--- config.mk ---
export PLATFORM = sky130hd
export DESIGN_NAME = md5_message_digest_unit_flat
export DESIGN_NICKNAME = d
export VERILOG_FILES = /design/src/sv/md5_pkg.sv /design/src/sv/md5_in_if.sv /design/src/sv/md5_out_if.sv /design/src/sv/md5_message_digest_unit.sv /design/src/sv/md5_ram.sv /design/src/flat_wrapper.sv
export SDC_FILE = /design/constraint.sdc
export NUM_CORES = 2
export LEC_CHECK = 0
export ABC_AREA = 0
export BUFFER_PORTS_ARGS = -buffer_cell sky130_fd_sc_hd__buf_2
export CAP_MARGIN = 30
export CORE_MARGIN = 5
export CORE_UTILIZATION = 68
export CTS_CLUSTER_SIZE = 25
export DETAILED_ROUTE_END_ITERATION = 6
export HOLD_SLACK_MARGIN = 0.1
export PLACE_DENSITY_LB_ADDON = 0.12
export SLEW_MARGIN = 20
export SYNTH_ARGS = -nofsm -noshare
export SYNTH_HDL_FRONTEND = slang
export SYNTH_SLANG_ARGS = --single-unit
--- constraint.sdc ---
create_clock -name clk -period 15.07 [get_ports clk]
set_input_delay 2.2605 -clock clk [delete_from_list [all_inputs] [get_ports clk]]
set_output_delay 2.2605 -clock clk [all_outputs]
set_load 0.05 [all_outputs]
--- src/sv/md5_pkg.sv ---
// Shared types, constants and round tables of the MD5 digest unit.
// No dependencies; imported by md5_message_digest_unit.
package md5_pkg;

  localparam int unsigned BUF_WORDS = 16;
  localparam int unsigned BUF_AW    = $clog2(BUF_WORDS);
  localparam logic [5:0]  LEN_OFS   = 6'd56;
  localparam logic [7:0]  PAD_MARK  = 8'h80;

  localparam logic [31:0] IV_A = 32'h67452301;
  localparam logic [31:0] IV_B = 32'hefcdab89;
  localparam logic [31:0] IV_C = 32'h98badcfe;
  localparam logic [31:0] IV_D = 32'h10325476;

  typedef enum logic [5:0] {
    S_LOAD  = 6'b000001,
    S_PAD   = 6'b000010,
    S_PREP  = 6'b000100,
    S_ROUND = 6'b001000,
    S_FIN   = 6'b010000,
    S_OUT   = 6'b100000
  } md5_state_t;

  // additive constant of round r
  function automatic logic [31:0] md5_k(input logic [5:0] r);
    logic [31:0] k;
    begin
      case (r)
        6'd0:  k = 32'hd76aa478;  6'd1:  k = 32'he8c7b756;
        6'd2:  k = 32'h242070db;  6'd3:  k = 32'hc1bdceee;
        6'd4:  k = 32'hf57c0faf;  6'd5:  k = 32'h4787c62a;
        6'd6:  k = 32'ha8304613;  6'd7:  k = 32'hfd469501;
        6'd8:  k = 32'h698098d8;  6'd9:  k = 32'h8b44f7af;
        6'd10: k = 32'hffff5bb1;  6'd11: k = 32'h895cd7be;
        6'd12: k = 32'h6b901122;  6'd13: k = 32'hfd987193;
        6'd14: k = 32'ha679438e;  6'd15: k = 32'h49b40821;
        6'd16: k = 32'hf61e2562;  6'd17: k = 32'hc040b340;
        6'd18: k = 32'h265e5a51;  6'd19: k = 32'he9b6c7aa;
        6'd20: k = 32'hd62f105d;  6'd21: k = 32'h02441453;
        6'd22: k = 32'hd8a1e681;  6'd23: k = 32'he7d3fbc8;
        6'd24: k = 32'h21e1cde6;  6'd25: k = 32'hc33707d6;
        6'd26: k = 32'hf4d50d87;  6'd27: k = 32'h455a14ed;
        6'd28: k = 32'ha9e3e905;  6'd29: k = 32'hfcefa3f8;
        6'd30: k = 32'h676f02d9;  6'd31: k = 32'h8d2a4c8a;
        6'd32: k = 32'hfffa3942;  6'd33: k = 32'h8771f681;
        6'd34: k = 32'h6d9d6122;  6'd35: k = 32'hfde5380c;
        6'd36: k = 32'ha4beea44;  6'd37: k = 32'h4bdecfa9;
        6'd38: k = 32'hf6bb4b60;  6'd39: k = 32'hbebfbc70;
        6'd40: k = 32'h289b7ec6;  6'd41: k = 32'heaa127fa;
        6'd42: k = 32'hd4ef3085;  6'd43: k = 32'h04881d05;
        6'd44: k = 32'hd9d4d039;  6'd45: k = 32'he6db99e5;
        6'd46: k = 32'h1fa27cf8;  6'd47: k = 32'hc4ac5665;
        6'd48: k = 32'hf4292244;  6'd49: k = 32'h432aff97;
        6'd50: k = 32'hab9423a7;  6'd51: k = 32'hfc93a039;
        6'd52: k = 32'h655b59c3;  6'd53: k = 32'h8f0ccc92;
        6'd54: k = 32'hffeff47d;  6'd55: k = 32'h85845dd1;
        6'd56: k = 32'h6fa87e4f;  6'd57: k = 32'hfe2ce6e0;
        6'd58: k = 32'ha3014314;  6'd59: k = 32'h4e0811a1;
        6'd60: k = 32'hf7537e82;  6'd61: k = 32'hbd3af235;
        6'd62: k = 32'h2ad7d2bb;  default: k = 32'heb86d391;
      endcase
      return k;
    end
  endfunction

  // rotate amount of round r
  function automatic logic [4:0] md5_rot(input logic [5:0] r);
    logic [4:0] s;
    begin
      case ({r[5:4], r[1:0]})
        4'd0:  s = 5'd7;   4'd1:  s = 5'd12;  4'd2:  s = 5'd17;  4'd3:  s = 5'd22;
        4'd4:  s = 5'd5;   4'd5:  s = 5'd9;   4'd6:  s = 5'd14;  4'd7:  s = 5'd20;
        4'd8:  s = 5'd4;   4'd9:  s = 5'd11;  4'd10: s = 5'd16;  4'd11: s = 5'd23;
        4'd12: s = 5'd6;   4'd13: s = 5'd10;  4'd14: s = 5'd15;  default: s = 5'd21;
      endcase
      return s;
    end
  endfunction

  // message word used by round r
  function automatic logic [BUF_AW-1:0] md5_sel(input logic [5:0] r);
    logic [3:0] i;
    logic [3:0] w;
    begin
      i = r[3:0];
      case (r[5:4])
        2'd0:    w = i;
        2'd1:    w = 4'(i * 4'd5 + 4'd1);
        2'd2:    w = 4'(i * 4'd3 + 4'd5);
        default: w = 4'(i * 4'd7);
      endcase
      return BUF_AW'(w);
    end
  endfunction

endpackage

--- src/sv/md5_in_if.sv ---
// Request channel of the MD5 digest unit: one message byte and its marks.
// Stands alone; no package needed.
interface md5_in_if;
  logic       valid;
  logic       ready;
  logic [7:0] data_byte;
  logic       has_byte;
  logic       end_of_message;

  modport source (output valid, data_byte, has_byte, end_of_message, input ready);
  modport sink   (input valid, data_byte, has_byte, end_of_message, output ready);
endinterface

--- src/sv/md5_out_if.sv ---
// Result channel of the MD5 digest unit: the 16-byte digest in two halves.
// Stands alone; no package needed.
interface md5_out_if;
  logic        valid;
  logic        ready;
  logic [63:0] digest_low;
  logic [63:0] digest_high;

  modport source (output valid, digest_low, digest_high, input ready);
  modport sink   (input valid, digest_low, digest_high, output ready);
endinterface

--- src/sv/md5_message_digest_unit.sv ---
// Top level of the MD5 digest unit: byte loader, padder and round engine.
// Depends on md5_pkg, md5_in_if, md5_out_if and md5_ram.
//
// Usage:
//  - Requests arrive on 'in': data_byte is absorbed when has_byte is set;
//    end_of_message closes the message after that byte (an empty request
//    with end_of_message alone closes it too).
//  - One digest leaves on 'out' per closed message, bytes 0..7 in
//    digest_low and 8..15 in digest_high, byte i in bits 8i+7..8i.
//  - A byte that does not fill a block is simply stored. The byte that fills
//    the 64-byte block starts a compression: a PREP step to prime the buffer
//    read, 64 rounds at one per cycle, then a FIN step to add into the chain.
//    The single round unit reads one word a cycle from the block RAM; no
//    bytes are taken while a block is being compressed.
//  - After end_of_message the padder writes one byte per cycle (9 to 72
//    bytes), with one or two compressions, then the digest passes through
//    the OUT state into the output register.
//  - If the receiver stalls, the finished digest waits in the output
//    register; the next digest waits in the engine until the slot frees.
//  - Reset (synchronous) loads the initial chaining words, clears the bit
//    count and fill count and empties the output register.
module md5_message_digest_unit (
  input logic clk,
  input logic rst,
  md5_in_if.sink    in,
  md5_out_if.source out
);
  import md5_pkg::*;

  md5_state_t state;
  logic [31:0] chain_a, chain_b, chain_c, chain_d;
  logic [31:0] wa, wb, wc, wd;
  logic [63:0] message_bits;
  logic [5:0]  fill_count;
  logic [23:0] word_buf;
  logic [5:0]  round;
  logic        pad_act, pad_first, pad_last, pad_wrap;
  logic        out_valid;
  logic [63:0] out_low, out_high;

  logic              in_acc;
  logic              push_en;
  logic [7:0]        push_val;
  logic              ram_we;
  logic [BUF_AW-1:0] ram_raddr;
  logic [31:0]       ram_rdata;
  logic [31:0]       mix, sum, rot;
  logic [63:0]       rot_dbl;
  logic [4:0]        rot_n;
  logic              out_free;

  assign in.ready      = (state == S_LOAD);
  assign in_acc        = in.valid && in.ready;
  assign out.valid     = out_valid;
  assign out.digest_low  = out_low;
  assign out.digest_high = out_high;
  assign out_free      = !out_valid || out.ready;

  // byte source: the request in LOAD, padding in PAD
  always_comb begin
    push_en  = 1'b0;
    push_val = in.data_byte;
    if (state == S_LOAD) begin
      push_en = in_acc && in.has_byte;
    end else if (state == S_PAD) begin
      push_en = 1'b1;
      if (pad_first) begin
        push_val = PAD_MARK;
      end else if (fill_count < LEN_OFS || pad_wrap) begin
        push_val = 8'h00;
      end else begin
        push_val = message_bits[{fill_count[2:0], 3'b000} +: 8];
      end
    end
  end

  assign ram_we = push_en && (fill_count[1:0] == 2'd3);

  // prime with the word of round 0, then stay one round ahead
  assign ram_raddr = (state == S_ROUND) ? md5_sel(6'(round + 6'd1)) : md5_sel(6'd0);

  md5_ram #(.WIDTH(32), .DEPTH(BUF_WORDS)) u_buf (
    .clk   (clk),
    .we    (ram_we),
    .waddr (fill_count[5:2]),
    .wdata ({push_val, word_buf}),
    .raddr (ram_raddr),
    .rdata (ram_rdata)
  );

  always_comb begin
    case (round[5:4])
      2'd0:    mix = (wb & wc) | (~wb & wd);
      2'd1:    mix = (wb & wd) | (wc & ~wd);
      2'd2:    mix = wb ^ wc ^ wd;
      default: mix = wc ^ (wb | ~wd);
    endcase
    sum     = wa + mix + md5_k(round) + ram_rdata;
    rot_n   = md5_rot(round);
    rot_dbl = {sum, sum} << rot_n;
    rot     = rot_dbl[63:32];
  end

  always_ff @(posedge clk) begin
    if (rst) begin
      state        <= S_LOAD;
      chain_a      <= IV_A;
      chain_b      <= IV_B;
      chain_c      <= IV_C;
      chain_d      <= IV_D;
      message_bits <= '0;
      fill_count   <= '0;
      round        <= '0;
      pad_act      <= 1'b0;
      pad_first    <= 1'b0;
      pad_last     <= 1'b0;
      pad_wrap     <= 1'b0;
      out_valid    <= 1'b0;
    end else begin
      if (state == S_OUT && out_free) begin
        out_valid <= 1'b1;
      end else if (out.ready) begin
        out_valid <= 1'b0;
      end

      if (push_en) begin
        fill_count <= fill_count + 6'd1;
        case (fill_count[1:0])
          2'd0:    word_buf[7:0]   <= push_val;
          2'd1:    word_buf[15:8]  <= push_val;
          2'd2:    word_buf[23:16] <= push_val;
          default: ;
        endcase
      end

      unique case (state)
        S_LOAD: begin
          if (in_acc) begin
            if (in.has_byte) begin
              message_bits <= message_bits + 64'd8;
            end
            if (in.end_of_message) begin
              pad_act   <= 1'b1;
              pad_first <= 1'b1;
            end
            if (in.has_byte && fill_count == 6'd63) begin
              state <= S_PREP;
            end else if (in.end_of_message) begin
              state <= S_PAD;
            end
          end
        end
        S_PAD: begin
          pad_first <= 1'b0;
          if (fill_count == 6'd63) begin
            // last length byte closes the message
            if (!pad_first && !pad_wrap) begin
              pad_last <= 1'b1;
            end
            pad_wrap <= 1'b0;
            state    <= S_PREP;
          end else if (pad_first) begin
            // no room for the length: zero this block, length in the next
            pad_wrap <= (fill_count >= LEN_OFS);
          end
        end
        S_PREP: begin
          wa    <= chain_a;
          wb    <= chain_b;
          wc    <= chain_c;
          wd    <= chain_d;
          round <= '0;
          state <= S_ROUND;
        end
        S_ROUND: begin
          wa    <= wd;
          wd    <= wc;
          wc    <= wb;
          wb    <= wb + rot;
          round <= round + 6'd1;
          if (round == 6'd63) begin
            state <= S_FIN;
          end
        end
        S_FIN: begin
          chain_a <= chain_a + wa;
          chain_b <= chain_b + wb;
          chain_c <= chain_c + wc;
          chain_d <= chain_d + wd;
          if (pad_last) begin
            state <= S_OUT;
          end else if (pad_act) begin
            state <= S_PAD;
          end else begin
            state <= S_LOAD;
          end
        end
        S_OUT: begin
          // hold the digest until the output register is free
          if (out_free) begin
            out_low      <= {chain_b, chain_a};
            out_high     <= {chain_d, chain_c};
            chain_a      <= IV_A;
            chain_b      <= IV_B;
            chain_c      <= IV_C;
            chain_d      <= IV_D;
            message_bits <= '0;
            pad_act      <= 1'b0;
            pad_last     <= 1'b0;
            state        <= S_LOAD;
          end
        end
        default: state <= S_LOAD;
      endcase
    end
  end
endmodule

--- src/sv/md5_ram.sv ---
// Generic simple dual-port RAM, one write and one registered read port.
// No dependencies.
module md5_ram #(
  parameter int unsigned WIDTH = 32,
  parameter int unsigned DEPTH = 16
) (
  input  logic                     clk,
  input  logic                     we,
  input  logic [$clog2(DEPTH)-1:0] waddr,
  input  logic [WIDTH-1:0]         wdata,
  input  logic [$clog2(DEPTH)-1:0] raddr,
  output logic [WIDTH-1:0]         rdata
);
  logic [WIDTH-1:0] mem [DEPTH];

  always_ff @(posedge clk) begin
    if (we) begin
      mem[waddr] <= wdata;
    end
    rdata <= mem[raddr];
  end
endmodule
--- src/flat_wrapper.sv ---
// flat-port wrapper written by rule: the top's interface ports become plain ports
module md5_message_digest_unit_flat import md5_pkg::*;
  (clk, rst, in_valid, in_data_byte, in_has_byte, in_end_of_message, in_ready, out_valid, out_digest_low, out_digest_high, out_ready);
  md5_in_if in_i ();
  md5_out_if out_i ();
  input logic clk;
  input logic rst;
  input wire logic [$bits(in_i.valid)-1:0] in_valid;
  input wire logic [$bits(in_i.data_byte)-1:0] in_data_byte;
  input wire logic [$bits(in_i.has_byte)-1:0] in_has_byte;
  input wire logic [$bits(in_i.end_of_message)-1:0] in_end_of_message;
  output wire logic [$bits(in_i.ready)-1:0] in_ready;
  output wire logic [$bits(out_i.valid)-1:0] out_valid;
  output wire logic [$bits(out_i.digest_low)-1:0] out_digest_low;
  output wire logic [$bits(out_i.digest_high)-1:0] out_digest_high;
  input wire logic [$bits(out_i.ready)-1:0] out_ready;
  assign in_i.valid = in_valid;
  assign in_i.data_byte = in_data_byte;
  assign in_i.has_byte = in_has_byte;
  assign in_i.end_of_message = in_end_of_message;
  assign in_ready = in_i.ready;
  assign out_valid = out_i.valid;
  assign out_digest_low = out_i.digest_low;
  assign out_digest_high = out_i.digest_high;
  assign out_i.ready = out_ready;
  md5_message_digest_unit u_core (.clk(clk), .rst(rst), .in(in_i), .out(out_i));
endmodule
; ---- Word-level counts from Yosys, hierarchy flattened
; Memories as Yosys holds them, arrays and structs flattened. A register that Yosys moved wholly into a read port is not among the register bits.
; Cells that the tools add are included.
[op_classes]
add_sub_neg = 13
multipliers = 3
order_cmp = 2
eq_ne = 23
n_shift = 2
n_mux = 53
bitwise_logic = 13
reduce_logical = 33
[op_table]
columns = op, n
row1 = one-hot mux 32 bit (2 select lines), 8
row2 = adder 32 bit, 8
row3 = 2-to-1 mux 64 bit, 3
row4 = AND 32 bit, 4
row5 = 2-to-1 mux 32 bit, 4
row6 = one-hot mux 64 bit (2 select lines), 1
row7 = OR 32 bit, 3
row8 = one-hot mux 32 bit (3 select lines), 1
row9 = bitwise XOR 32 bit, 3
row10 = "adder 64 x 4 -> 64 bit, second input constant", 1
row11 = NOT 32 bit, 2
row12 = indexed part select 64 x 7 -> 8 bit, 1
row13 = << shifter 64 x 5 -> 64 bit, 1
row14 = 2-to-1 mux 6 bit, 9
row15 = one-hot mux 6 bit (6 select lines), 1
row16 = 2-to-1 mux 8 bit, 4
row17 = "== test 6 bit, second input constant", 3
row18 = AND reduction 3 bit, 5
row19 = nonzero test 2 bit, 7
row20 = 2-to-1 mux 1 bit, 13
row21 = "adder 6 x 1 -> 6 bit, second input constant", 2
row22 = 2-to-1 mux 4 bit, 3
row23 = "!= test 2 bit, second input constant", 6
row24 = one-hot mux 4 bit (3 select lines), 1
row25 = other kinds (26), 48
[word_totals]
ff_bits = 495
mem_bits_rw = 512
mem_bits_ro = 2128
inputBits = 14
out_inout_bits = 130
elab_cells = 167
memories = 3
[memory_table]
columns = name, words, width, read_ports, rd_ports_with_merged_regs, wr, line_no
row1 = (no name shown), 64, 32, 1, 1, 0, md5_pkg.sv:28  ; case (r)
row2 = u_core.u_buf.mem, 16, 32, 1, 1, 1, md5_ram.sv:14  ; logic [WIDTH-1:0] mem [DEPTH];
row3 = (no name shown), 16, 5, 1, 1, 0, md5_pkg.sv:70  ; case ({r[5:4], r[1:0]})

; ---- Longest topological paths before layout
[depth]
depth_word = 10
depth_mapped = 39

; ---- Modules after synthesis
; Synthesis repeated with hierarchy kept, for this count alone.
[unflattened]
hier_cells = 5166
area_unflattened_um2 = 56758.2
[modules_own_cells]
columns = module, instances, cells_each, area_each_um2, seq_area_each_um2
row1 = md5_message_digest_unit, 1, 4328, 36922.9, 13392.8
row2 = md5_ram, 1, 838, 19835.3, 16015.4

; ---- Worst setup path before layout
; Ideal clock, no wire load.
[synth_timing]
path_type = in2reg
startpoint = input port out_ready
endpoint = register u_core.out_high[0] (netlist: u_core.out.digest_high[0]), enable pin
setup_time_ns = 0.617
arrival_ns = 8.212
required_time_ns = 14.453
setup_slack_ns = 6.240
stages = 5
n_path_buf = 2
cell_sequence = nand2b_1 > nand2b_1 > clkbuf_1 > clkbuf_1 > nor2_1
[synth_between]
elab_chain_len = 2
[synth_rtl]
columns = element, line_no
row1 = from (decl), flat_wrapper.sv:16  ; input wire logic [$bits(out_i.ready)-1:0] out_ready;
row2 = logical OR 1 bit, md5_message_digest_unit.sv:57  ; assign out_free = !out_valid || out.ready;
row3 = AND reduction 3 bit (no source line), -
row4 = to (signal assigned), md5_message_digest_unit.sv:202  ; out_high <= {chain_d, chain_c};
row5 = to (decl), md5_message_digest_unit.sv:39  ; logic [63:0] out_low, out_high;
; Every way passes these cells.
; A chain may end at the register's enable or synchronous reset.

; ---- Worst setup path in the final report
[layout_timing]
startpoint = register u_core.round[4]
endpoint = register u_core.wb[26], data pin
[layout_between]
elab_chain_len = 8
word_cells_on_any_way = 10
cone_classes = add/sub (4) / eq/ne (2) / shift (1) / mux (2) / reduce/logical (1)
[layout_rtl]
columns = element, line_no
row1 = from (decl), md5_message_digest_unit.sv:36  ; logic [5:0] round;
row2 = from (signal assigned), md5_message_digest_unit.sv:180  ; round <= round + 6'd1;
row3 = "== test 2 bit, or another cell as far along", md5_message_digest_unit.sv:92  ; case (round[5:4])
row4 = one-hot mux 32 bit (3 select lines) (*), md5_message_digest_unit.sv:92
row5 = adder 32 bit (*) (3 in a row), md5_message_digest_unit.sv:98  ; sum = wa + mix + md5_k(round) + ram_rdata;
row6 = << shifter 64 x 5 -> 64 bit (*), md5_message_digest_unit.sv:100  ; rot_dbl = {sum, sum} << rot_n;
row7 = adder 32 bit (*), md5_message_digest_unit.sv:179  ; wb <= wb + rot;
row8 = one-hot mux 32 bit (2 select lines) (*), md5_message_digest_unit.sv:136  ; unique case (state)
row9 = to (signal assigned), md5_message_digest_unit.sv:169  ; wb <= chain_b;
row10 = to (signal assigned), md5_message_digest_unit.sv:179
row11 = to (decl), md5_message_digest_unit.sv:32  ; logic [31:0] wa, wb, wc, wd;
; Every way passes the cells marked *; elsewhere a longest branch is shown, timed or not.

==> results.toml <==
[placed_design]
dp_cells = 6743
routabilityCongestion = 1.02
portBuffers = 143
hpwl_um = 116000

[grt]
antenna_found_initial = 6
grt_pass1_wl_um = 261000
grt_pass1_vias = 43821
grt_overflow_total = 0
grt_max_degree = 198
track_usage = 0.373

[route]
post_drt_wl_per_cell_um = 25.1
drc = 23
drt-initial-drc-count = 5747
num_vias = 46274
ant_nets = 0
routed_wl_um = 175000
via_per_inst = 6.66
drt_first_pass_iters = 7

[sta]
finalHoldViolations = 0
skew_ns = 0.0261
slew_headroom = 0.255
post-route-min-period_ns = 9.48
tightest_slew_ns = 1.10
period_share = 0.629
fin_setup_tns_ns = 0
fmax_mhz = 105
rsz0062_at_grt = "no"
setup_violations = 0
slew_violations = 0

[synthesis]
syn_nets = 6004
netlist_instances = 5707
yosysTopAreaCell = "edfxtp_1"
seq_area_frac_synth = 0.506
synth_cell_type_count = 100
synth_seq_cells = 1073
synth_area_leaders = "edfxtp_1 41%, dfxtp_1 9.7%, nand2_1 5.5%"
async_flop_share = 0
ys_warn_count = 0
syn_area_sq_um = 58100
synth-main-ff-cell = "edfxtp_1"
synth_edf_count = 792
syn_avg_cell_area_sq_um = 10.2
synth.top_cell.area_share = 0.410

[critical_path]
cp-start-kind = "flip-flop"
endpoint_kind = "flip-flop"
crit_path_top_delay_cell = "dfxtp_4"
cp_data_arrival_time_ns = 9.94
crit_top_cell = "a21oi_1"
crit_type = "flip-flop to flip-flop"
critPathMaxFanout = 68
max_stage_delay_ns = 0.53
worstPathRequired_ns = 15.52

[floorplan]
die-area_sq_um = 91300
die_height_um = 302
core_sq_um = 85000
initial_core_util = 0.683
die_w_um = 302
rows = 107
io_pins = 144

[min_path]
hp-class = "flip-flop to flip-flop"

[cts]
cts_tree = "yes"
cts_sinks = 1073
clk_transition_reported_paths_ns = 0.07
htreeDepth = 3
clock_latency_ns = 0.70
clk_path_buf_depth = 3
numCtsBuffers = 106
cts_resized = 0
cts_setup_buffers = 0
cts_hold_buf = 0
root_buffer = "clkbuf_16"

[power]
powerDensity_nw_per_um2 = 98.1
total_power_w = 0.00625
p_leak_nw = 23.8
vdd_drop_max_mv = 0.121

[layout]
area_delta_synth_final_pct = 9.64
diodes = 0
final_nets = 6009
fin_cells = 6950
layout-drive-gt1-share = 0.0935

[status]
failed_checks = "DRC"
status = "complete, but fails checks"

[run]
drv_cap = 0
-- routing by layer --
metal / routed length, um / vias up / track usage
li1: - / 20897 / -
met1: 66700 / 22178 / 0.497
met2: 78900 / 2664 / 0.587
met3: 18000 / 525 / 0.0734
met4: 10900 / 10 / 0.197
met5: 78 / - / 0
-- worst max-delay path, delay by kind of cell, from the launching register on --
family | cells | cell delay [ns]
compound gates | 22 | 4.64
xor+xnor | 1 | 0.18
fa+ha+maj | 5 | 2.12
buf+inv | 3 | 0.69
flops | 1 | 0.53
mux | 4 | 0.90
simple gates | 1 | 0.12
-- sequential cells by signal, summed over array words and instances, names as in the netlist, 5 cells and up, named ones only --
signal                  count
u_core.chain_a             32
u_core.fill_count           6
u_core.u_buf.mem          512
u_core.chain_c             32
u_core.wc                  32
u_core.wd                  32
u_core.word_buf            24
u_core.chain_b             32
u_core.round                6
u_core.rot_n                5
u_core.out.digest_low      64
u_core.wa                  32
u_core.u_buf.rdata         32
u_core.out.digest_high     64
u_core.state                6
u_core.message_bits        61
u_core.wb                  32
u_core.chain_d             32
-- through the flow --
stage / instance area (sq um) / hold WS (ns) / setup slack (ns) / util
detailed placement: 59800 / 0.481 / 5.66 / 0.704
global placement: 59800 / 0.469 / 5.74 / 0.703
CTS: 63500 / 0.496 / 5.61 / 0.748
floorplan: 58100 / 0.437 / 6.24 / -
global route: 63700 / 0.514 / 5.12 / 0.749
finish: 63700 / 0.498 / 5.59 / 0.749
-- cells in the final DEF (no fill, tap or decap), drive strengths merged, types with 80 or more instances in the layout --
master  instances
and2          147
a211oi        202
a21o           83
nor2          351
a31oi         146
dfxtp         281
edfxtp        792
clkbuf        140
ha            216
a21oi         398
buf           232
o21ai         291
nand2         853
inv           274
nor3           80
xor2          131
nand3         144
xnor2         126
-- final cells by class --
type                       count  area (sq um)
clock inverter                62           800
tap                         1144          1430
sequential                  1073         29400
timing repair buffer         232          1490
inverter                     275          1030
fill                        5753         21300
multi-input combinational   4024         26600
clock buffer                 140          2930
-- kinds of logic after synthesis --
kind of cell	after synthesis	share of synthesized area
and+or+nand+nor	1778	0.136
AOI/OAI and AO/OA	1560	0.176
DFF	1073	0.506
buffers and inverters	610	0.0402
adders and majority gates	313	0.0748
xor gates and xnor gates	258	0.0391
muxes	115	0.0267
-- final timing paths --
check	from	end	slack (ns)	cells after the start
hold / removal	u_core.chain_a[3]$_SDFFE_PP0P_	u_core.out.digest_low[3]$_DFFE_PP_	0.50	0
setup reg to reg	u_core.round[4]$_SDFFE_PP0N_	u_core.wb[26]$_DFFE_PP_	5.59	36
hold reg to reg	u_core.chain_a[3]$_SDFFE_PP0P_	u_core.out.digest_low[3]$_DFFE_PP_	0.50	0
setup / recovery	u_core.round[4]$_SDFFE_PP0N_	u_core.wb[26]$_DFFE_PP_	5.59	36
-- synth_stat cells (21+ instances only) --
cell      count
a31oi_1     145
xor2_1      131
and2_1      147
mux4_2       28
edfxtp_1    792
dfxtp_1     281
inv_1       271
and3_1       25
clkbuf_1    284
a21oi_1     393
or3_1        26
o21bai_1     29
nor3_1       79
o21ai_0     278
nand2b_1     34
a21o_1       82
o221ai_1     34
o211ai_1     28
a311oi_1     71
nor2_1      350
buf_1        27
o22ai_1      35
xnor2_1     126
mux2i_1      65
nand4_1      24
nor2b_1      31
a22oi_1      27
fa_1         67
ha_1        216
o21a_1       25
buf_2        21
o22a_1       36
nand3_1     144
maj3_1       30
a211oi_1    198
nand2_1     853
-- where the power goes --
group / leakage [nW] / internal (W) / switching [W] / total, W
Clock: 1.82 / 0.00162 / 0.00117 / 0.00279
Sequential: 9.39 / 0.00317 / 0.0000244 / 0.00320
Combinational: 12.6 / 0.0000886 / 0.000168 / 0.000257
Total: 23.8 / 0.00489 / 0.00136 / 0.00625
No activity file was read; power rests on OpenSTA's default activity.
